==> src/rtl/bfa_pkg.sv <==
package bfa_pkg;

    localparam int ADDR_W = 32;
    localparam int WORD_W = 64;
    localparam int BIT_AW = 6;

    localparam logic [WORD_W-1:0] FULL_WORD = '1;

    typedef enum logic [1:0] {
        ACT_ALLOC   = 2'd0,
        ACT_FREE    = 2'd1,
        ACT_RESERVE = 2'd2
    } t_action;

endpackage

==> src/rtl/bfa_bit_find.sv <==
module bfa_bit_find (
    input  logic [bfa_pkg::WORD_W-1:0]  i_word,
    output logic                        o_found,
    output logic [bfa_pkg::BIT_AW-1:0]  o_index
);
    import bfa_pkg::*;

    // lowest clear bit
    always_comb begin
        o_index = '0;
        for (int i = WORD_W - 1; i >= 0; i--) begin
            if (!i_word[i]) begin
                o_index = BIT_AW'(i);
            end
        end
    end

    assign o_found = ~&i_word;

endmodule

==> config.mk <==
export PLATFORM = sky130hd
export DESIGN_NAME = bfa_bit_find
export DESIGN_NICKNAME = d
export VERILOG_FILES = /design/src/rtl/bfa_pkg.sv /design/src/rtl/bfa_bit_find.sv
export SDC_FILE = /design/constraint.sdc
export NUM_CORES = 1
export LEC_CHECK = 0
export BUFFER_PORTS_ARGS = -buffer_cell sky130_fd_sc_hd__buf_2
export CORE_MARGIN = 5
export CORE_UTILIZATION = 36
export DETAILED_ROUTE_END_ITERATION = 16
export MAX_ROUTING_LAYER = met4
export PLACE_DENSITY = 0.9
export SYNTH_ARGS = -nofsm -noshare
export SYNTH_HDL_FRONTEND = slang
export SYNTH_SLANG_ARGS = --single-unit
==> constraint.sdc <==
create_clock -name vclk -period 1.3
set_clock_uncertainty 0.05 [all_clocks]
set_input_delay 0.13 -clock vclk [all_inputs]
set_output_delay 0.13 -clock vclk [all_outputs]
set_load 0.05 [all_outputs]
==> metrics.md, run 1 <==
| Metric | Value |
|---|---|
| Outcome | `did not finish` |
| Stop stage | `5_1_grt` |
| First error | `[ERROR DPL-0038] Utilization greater than 100%, impossible to legalize` |
| Average size of a mapped cell | `5.371 um^2` |
| Pre-CTS setup slack | `-0.4680 ns` |
| Die Wd | `56.83 um` |
| XOR/XNOR Fraction of Synth Area | `0` |
| Mapped Cells | `147` |
| # rows | `17` |
| Largest net degree at the start of global routing | `5` |
| GP Congestion | `0.9413` |
| Synth unique cells | `31` |
| Mapped cell area | `789.5 um^2` |
| Initial core utilization | `0.3675` |
| Synth warn | `0` |
| Post-synthesis net count | `211` |
| Multiplexer area fraction after synthesis | `0` |
| Seq/Total Area, Yosys | `0` |
| HPWL after detailed placement | `3.351 mm` |
| Main combinational cell family by area after synthesis | `simple AND/OR/NAND/NOR gates` |
| Placed cells | `300` |
| Port Buffers | `71` |
| Post-synthesis compound-gate area fraction | `0.3978` |
| Synth Area in Adders | `0` |
| Die H | `between 50 and 60 um` |
| Worst_ep kind | `output port` |
| Worst endpoint, post-GRT repair | `o_index[3]` |
| Num ports | `71` |
| Post-synthesis simple-gate area fraction | `0.5499` |
## cell usage after synthesis, drive strengths merged, types with 2 or more instances
cell | count | area share
and3 | 3 | 0.024
nor2b | 2 | 0.016
a21boi | 2 | 0.019
a311oi | 2 | 0.022
a21o | 3 | 0.029
nand4 | 14 | 0.11
o21ai | 15 | 0.095
inv | 11 | 0.052
o2111ai | 2 | 0.022
nor2 | 16 | 0.076
a211oi | 4 | 0.038
nand3 | 9 | 0.057
nor3 | 6 | 0.052
nand2 | 28 | 0.13
nand2b | 4 | 0.032
o31ai | 2 | 0.019
a21oi | 9 | 0.057
a31oi | 4 | 0.032
## cell families after synthesis
kind of cell           after synthesis
and+or+nand+nor                     87
AOI/OAI and AO/OA                   49
buffers and inverters               11
## repair_timing
item | CTS
hold buffers | 0
gates resized for setup | 74
buffers inserted | 5
endpoints found under the setup margin | 7
pin swaps | 25
## per-stage QoR
step / util / cell area (um^2) / hold WS, ns
after CTS: 0.9109 / 1957 / 0.7365
after global placement: 0.7612 / 1635 / 0.7716
after detailed placement: 0.7612 / 1635 / 0.7897
after floorplan: - / 839.6 / 0.4522
==> run 2, diff against run 1 <==
- CORE_AREA: not set -> 5 5 66 68
- CORE_MARGIN: 5 -> not set
- CORE_UTILIZATION: 36 -> not set
- DIE_AREA: not set -> 0 0 71 73
- MAX_ROUTING_LAYER: met4 -> not set
- PLACE_DENSITY: 0.9 -> not set
- PLACE_DENSITY_LB_ADDON: not set -> 0.15
- clock period: 1.3 -> 1.69 ns (I/O delays scaled with it)
==> run 2 against run 1 <==
Against the previous run:
- the flow now finishes, with violations (negative setup slack)
- area after synthesis unchanged
- synthesized cell count unchanged
==> metrics.md, run 2 <==
| Metric | Value |
|---|---|
| Outcome | `complete, but fails checks (was did not finish)` |
| Failing checks | `negative setup slack` |
| Post-route DRC | `0` |
| Sw power | `0.1425 mW` |
| Max-slew headroom | `0.7806` |
| Mapped cell area | `789.5 um^2 (unchanged)` |
| Internal | `~0.15 mW` |
| Synth warn | `0 (unchanged)` |
| Slew of the pin with the lowest slew margin | `0.3288 ns` |
| Gr usage total | `0.1289` |
| First-pass GRT wire length | `5.844 mm` |
| Hold crit path type | `input port to primary output` |
| Wire length reported by the detailed router | `3.366 mm` |
| XOR/XNOR Fraction of Synth Area | `0 (unchanged)` |
| Sw Share | `0.4908` |
| Post-synthesis simple-gate area fraction | `0.5499 (unchanged)` |
| Port Buffers | `71 (unchanged)` |
| Core ar. | `0.003799 mm^2` |
| Post-synthesis compound-gate area fraction | `0.3978 (unchanged)` |
| Seq pwr share | `0` |
| Drt wl/cell | `11.57 um` |
| Clk_buf instances | `0` |
| Fmax achieved | `around 0.58 GHz` |
| HPWL after detailed placement | `3.085 mm (was 3.351 mm)` |
| Final min period | `about 1.7 ns` |
| Most common cell after layout, fill and taps aside | `buf_2` |
| Drt via density | `4.880` |
| Post-DRT Antenna Nets | `0` |
| Top cells by count, synth | `nand2_1, nor2_1, nand4_1, o21ai_0, inv_1 (unchanged)` |
| Most common cell in the synthesized netlist | `nand2_1 (unchanged)` |
| Setup ws final | `-0.04494 ns` |
| Met2 WL | `1.592 mm` |
| Maximum VDD drop | `86.85 uV` |
| Leading cell types in the layout, fill and taps excluded | `buf_2, nand2_1, buf_4` |
| CP arrival | `1.52 ns` |
| Die H | `73 um (was 56.83 um)` |
| Num ports | `71 (unchanged)` |
| Max-slew violations | `0` |
| Endpoints failing setup | `1` |
| Cell accounting for the most synthesized area | `nand2_1 (unchanged)` |
| Smallest hold slack | `0.7901 ns` |
| Critical Path RT | `between 1 and 1.5 ns` |
| Mapped Cells | `147 (unchanged)` |
| # fillers | `465` |
| Power per cell area | `187.1 mW/mm^2` |
| Synth top area share | `0.1331 (unchanged)` |
| Synth Area in Adders | `0 (unchanged)` |
| WL met1 | `1.488 mm` |
| Diodes inserted | `0` |
| Clock share of power | `0` |
| Average size of a mapped cell | `5.371 um^2 (unchanged)` |
| Worst hold stages | `5` |
| Fin nets | `307` |
| Die area | `about 0.0052 mm^2` |
| MaxCap Viol Count | `0` |
| Hold Fails Final Rpt | `0` |
| Comb pwr share | `1.000` |
| Design Area, Final | `approximately 0.0016 mm^2` |
| Synth unique cells | `31 (unchanged)` |
| Multiplexer area fraction after synthesis | `0 (unchanged)` |
| Die Wd | `71 um (was 56.83 um)` |
| Largest net degree at the start of global routing | `6` |
| Max FO, Critical Path | `2` |
| Initial DRC count | `41` |
| CP Capture Type | `primary output` |
| Seq Cell Count | `0` |
| Area delta synth->final | `96.51%` |
| Top Layer Used | `met3` |
| Seq/Total Area, Yosys | `0 (unchanged)` |
| Met3 routed WL | `~280 um` |
| Drt first pass iters | `4` |
| Hold buffers post-CTS | `0 (unchanged)` |
| RSZ-0062 raised after global routing | `true` |
| Post-CTS Setup Bufs | `0 (was 5)` |
| Cell leakage power | `0.7371 nW` |
| Initial core utilization | `0.2078 (was 0.3675)` |
| # rows | `23 (was 17)` |
| GP Congestion | `0.7822 (was 0.9413)` |
| Initial antenna violation count | `0` |
| Post-synthesis net count | `211 (unchanged)` |
| GRT overflow | `0` |
| Kind of critical path | `input port to primary output` |
| Placed Instance Area | `0.001405 mm^2 (was 0.001635 mm^2)` |
| Via count of the first global-routing pass | `1451` |
| Period Utilization, post-route | `1.027` |
| Main combinational cell family by area after synthesis | `simple AND/OR/NAND/NOR gates (unchanged)` |
| CP Launch Type | `input port` |
| Tot Pwr | `0.2903 mW` |
| Ranking of synthesized cells by area | `nand2_1, nand4_1, o21ai_0 (unchanged)` |
| Vias | `1420` |
| Layout cells sized above 1 | `0.4481` |
| Pre-CTS setup slack | `-0.1689 ns (was -0.4680 ns)` |
| Register area | `0 um^2` |
[run 2: cell counts after synthesis]
No cell type changed its count.
[run 2: cells by family (layout without fill, tap and decap cells)]
logic type	Yosys count	after routing
and+or+nand+nor	87	87
buffers and inverters	11	105
AOI/OAI and AO/OA	49	49
[run 2: area by class of cell]
type	instances	area, um^2	share of cell area
multi-input cells	136	830.8	0.5355
well taps	50	62.56	0.04032
inverters	11	41.29	0.02661
repair buffers	94	616.8	0.3976
[run 2: per-stage QoR]
step / cells / utilization / setup TNS [ns]
2_1_floorplan: 147 / - / -0.006152
6_report: 291 / 0.4084 / -0.04494
4_1_cts: 291 / 0.3837 / -0.05772
5_1_grt: 291 / 0.4084 / -0.3615
3_3_place_gp: 291 / 0.3699 / -0.2885
3_5_place_dp: 291 / 0.3699 / -0.3394
[run 2: worst paths after layout]
path | startpoint | endpoint | slack [ns]
worst max-delay path | i_word[48] | o_index[3] | -0.04
worst min-delay path | i_word[1] | o_index[1] | 0.79
[run 2: repair_timing]
action | 4_1_cts | 5_1_grt
pin swaps | 2 | 12
endpoints found under the setup margin | 4 | 7
hold endpoints to repair | 0 | 0
gates resized for setup | 13 | 26
[run 2: power by group through the flow]
| stage | Combinational [mW] | Clock, mW | Sequential (mW) |
|---|---|---|---|
| global placement | 0.257 | 0 | 0 |
| global route | 0.324 | 0 | 0 |
| detailed placement | 0.255 | 0 | 0 |
| finish | 0.290 | 0 | 0 |
| CTS | 0.267 | 0 | 0 |
| floorplan | 0.0909 | 0 | 0 |
[run 2: critical path, stage by stage]
cell and delay [ns]:
buf_6 0.07, nand4_1 0.11, or2_1 0.27, nor2_2 0.11, o21ai_1 0.07, a311o_1 0.30
a311oi_4 0.22, buf_6 0.20
[run 2: per-layer routing]
| layer | up-vias | global-route usage |
|---|---|---|
| met5 | - | 0 |
| met4 | 0 | 0 |
| met3 | 0 | 0.02342 |
| met2 | 51 | 0.2389 |
| met1 | 619 | 0.1652 |
| li1 | 750 | - |
Note: power is estimated with default switching activity, not from simulation.
==> run 3, diff against run 2 <==
- clock period: 1.69 -> 1.46 ns (I/O delays scaled with it)
==> run 3 against run 2 <==
Against the previous run:
- worst setup slack got worse by 0.18 ns
- die area unchanged
- the flow still finishes with violations (negative setup slack)
- cell area increased by 28%
- clock-buffer cell count unchanged
- critical path type unchanged
- final cell count increased by 11%
- non-clock buffer count increased by 33
- hold slack got worse by 0.081 ns
- power increased by 48%
- via count increased by 10%
- core utilization increased by 11 points
- critical path depth unchanged
- largest power group unchanged
- sequential cell count unchanged
==> metrics.md, run 3 (synthesis gave the netlist of run 2 again) <==
| Metric | Value |
|---|---|
| Via count of the first global-routing pass | `1515 (was 1451)` |
| Leading cell types in the layout, fill and taps excluded | `buf_4, buf_2, buf_6 (was buf_2, nand2_1, buf_4)` |
| Wire length reported by the detailed router | `3.767 mm (was 3.366 mm)` |
| Maximum VDD drop | `107.7 uV (was 86.85 uV)` |
| Slew of the pin with the lowest slew margin | `0.3733 ns (was 0.3288 ns)` |
| Port Buffers | `71 (unchanged)` |
| Tot Pwr | `0.4289 mW (was 0.2903 mW)` |
| Critical path, cell by cell | `buf_6 > nand4_1 > or2_1 > nor2_1 > o21ai_1 > a311o_1 > a311oi_4 > buf_6 (was buf_6 > nand4_1 > or2_1 > nor2_2 > o21ai_1 > a311o_1 > a311oi_4 > buf_6)` |
| Core ar. | `0.003799 mm^2 (unchanged)` |
| Drt wl/cell | `11.63 um (was 11.57 um)` |
| Top Family by Delay on Critical Path | `compound AO/OA/AOI/OAI gates (unchanged)` |
| Max FO, Critical Path | `2 (unchanged)` |
| # fillers | `416 (was 465)` |
| Hold Fails Final Rpt | `0 (unchanged)` |
| Kind of critical path | `input port to primary output (unchanged)` |
| Initial antenna violation count | `0 (unchanged)` |
| Met1 Track Usage GR | `0.1635 (was 0.1652)` |
| CP dominant cell by count | `buf_6 (unchanged)` |
| Register area | `0 um^2 (unchanged)` |
| Hold crit path type | `input port to primary output (unchanged)` |
| Placed cells | `320 (was 291)` |
| Worst hold stages | `5 (unchanged)` |
| Hold Path End | `o_index[0] (was o_index[1])` |
| Die H | `73 um (unchanged)` |
| Vias | `1564 (was 1420)` |
| First-pass GRT wire length | `6.168 mm (was 5.844 mm)` |
| Met2 usage | `0.2750 (was 0.2389)` |
| MaxCap Viol Count | `0 (unchanged)` |
| Initial DRC count | `63 (was 41)` |
| Slowest cell on crit path | `a311o_1 (unchanged)` |
| Final std cells w/o fill | `324 (was 291)` |
| Clk_buf instances | `0 (unchanged)` |
| Setup ws final | `-0.2253 ns (was -0.04494 ns)` |
| HPWL after detailed placement | `3.211 mm (was 3.085 mm)` |
| Final min period | `1.685 ns` |
| Smallest hold slack | `0.7093 ns (was 0.7901 ns)` |
| Die area | `0.005183 mm^2 (unchanged)` |
| CP Capture Type | `primary output (unchanged)` |
| Endpoints failing setup | `5 (was 1)` |
| Largest net degree at the start of global routing | `6 (unchanged)` |
| Diodes inserted | `0 (unchanged)` |
| Max-slew headroom | `0.7505 (was 0.7806)` |
| Gr usage total | `0.1387 (was 0.1289)` |
| Seq Cell Count | `0 (unchanged)` |
| Max-slew violations | `0 (unchanged)` |
| GP Congestion | `0.8176 (was 0.7822)` |
| Cell leakage power | `0.9406 nW (was 0.7371 nW)` |
| Worst path bufs/invs | `2 (unchanged)` |
| Power per cell area | `216.5 mW/mm^2 (was 187.1 mW/mm^2)` |
| Busiest grt layer | `met2 (unchanged)` |
| Fin nets | `340 (was 307)` |
| Num ports | `71 (unchanged)` |
| Outcome | `complete, but fails checks (unchanged)` |
| Post-route DRC | `0 (unchanged)` |
| Area delta synth->final | `150.9% (was 96.51%)` |
| RSZ-0062 raised after global routing | `true (unchanged)` |
| Failing checks | `negative setup slack (unchanged)` |
| Drt via density | `4.827 (was 4.880)` |
| CP Launch Type | `input port (unchanged)` |
| Slowest Stage Delay on Critical Path | `0.30 ns (about the same)` |
| Die Wd | `71 um (unchanged)` |
| Most common cell after layout, fill and taps aside | `buf_4 (was buf_2)` |
| Layout cells sized above 1 | `0.6058 (was 0.4481)` |
| Critical Path RT | `1.26 ns (was 1.47 ns)` |
| Crit path launch | `i_word[49] (was i_word[48])` |
| Fmax achieved | `0.5934 GHz` |
| GRT overflow | `0 (unchanged)` |
| Drt first pass iters | `4 (unchanged)` |
| Hold buffers post-CTS | `0 (unchanged)` |
| Grt met3 use | `0.02479 (was 0.02342)` |
| Period Utilization, post-route | `1.154` |
| CP arrival | `1.49 ns (was 1.52 ns)` |
| Initial core utilization | `0.2078 (unchanged)` |
| Multi-input logic area | `952.2 um^2 (was 830.8 um^2)` |
| Hold path start | `i_word[0] (was i_word[1])` |
| Post-DRT Antenna Nets | `0 (unchanged)` |
| # rows | `23 (unchanged)` |
## run 3: changes by cell type in the layout (fill, tap and decap cells not counted), sizes merged
cell  change
buf      +33
## run 3: how the worst max path moves through the flow
| stage | end | cells after the start |
|---|---|---|
| 6_report | o_index[3] | 8 |
| 3_5_place_dp | o_index[3] | 8 |
| 4_1_cts | o_index[3] | 8 |
| 5_1_grt | o_index[3] | 8 |
| 2_1_floorplan | o_index[3] | 6 |
| 3_3_place_gp | o_index[3] | 8 |
## run 3: power by group
group | leakage (nW) | internal [mW] | total, mW | switching (mW)
combinational | 0.941 | 0.234 | 0.429 | 0.195
sequential | 0 | 0 | 0 | 0
clock | 0 | 0 | 0 | 0
## run 3: layout make-up
class | instances | share of cell area
inverter | 11 | 0.02085
multi-input combinational | 136 | 0.4807
tap | 50 | 0.03159
timing repair buffer | 127 | 0.4668
## run 3: through the flow
| stage | utilization | area, um^2 | setup slack, ns | setup TNS, ns |
|---|---|---|---|---|
| final | 0.5214 | 1981 | -0.2253 | -0.3973 |
| after global routing | 0.5214 | 1981 | -0.4002 | -0.9031 |
| after CTS | 0.4690 | 1782 | -0.2122 | -0.5251 |
| after detailed placement | 0.4272 | 1623 | -0.3161 | -1.188 |
| after global placement | 0.4272 | 1623 | -0.3164 | -1.201 |
| after floorplan | - | 814.5 | -0.1902 | -0.1945 |
## run 3: metal layers
metal,part of all wire,wire length (um)
met5,0,0
met4,0,0
met3,0.089,334
met1,0.40,1520
met2,0.51,1912
## run 3: repair_timing
action                     4_1_cts  5_1_grt
gates cloned                     0        0
buffers inserted                 0        4
setup endpoints to repair        7        7
pin swaps                       12       20
resized for setup               40       48
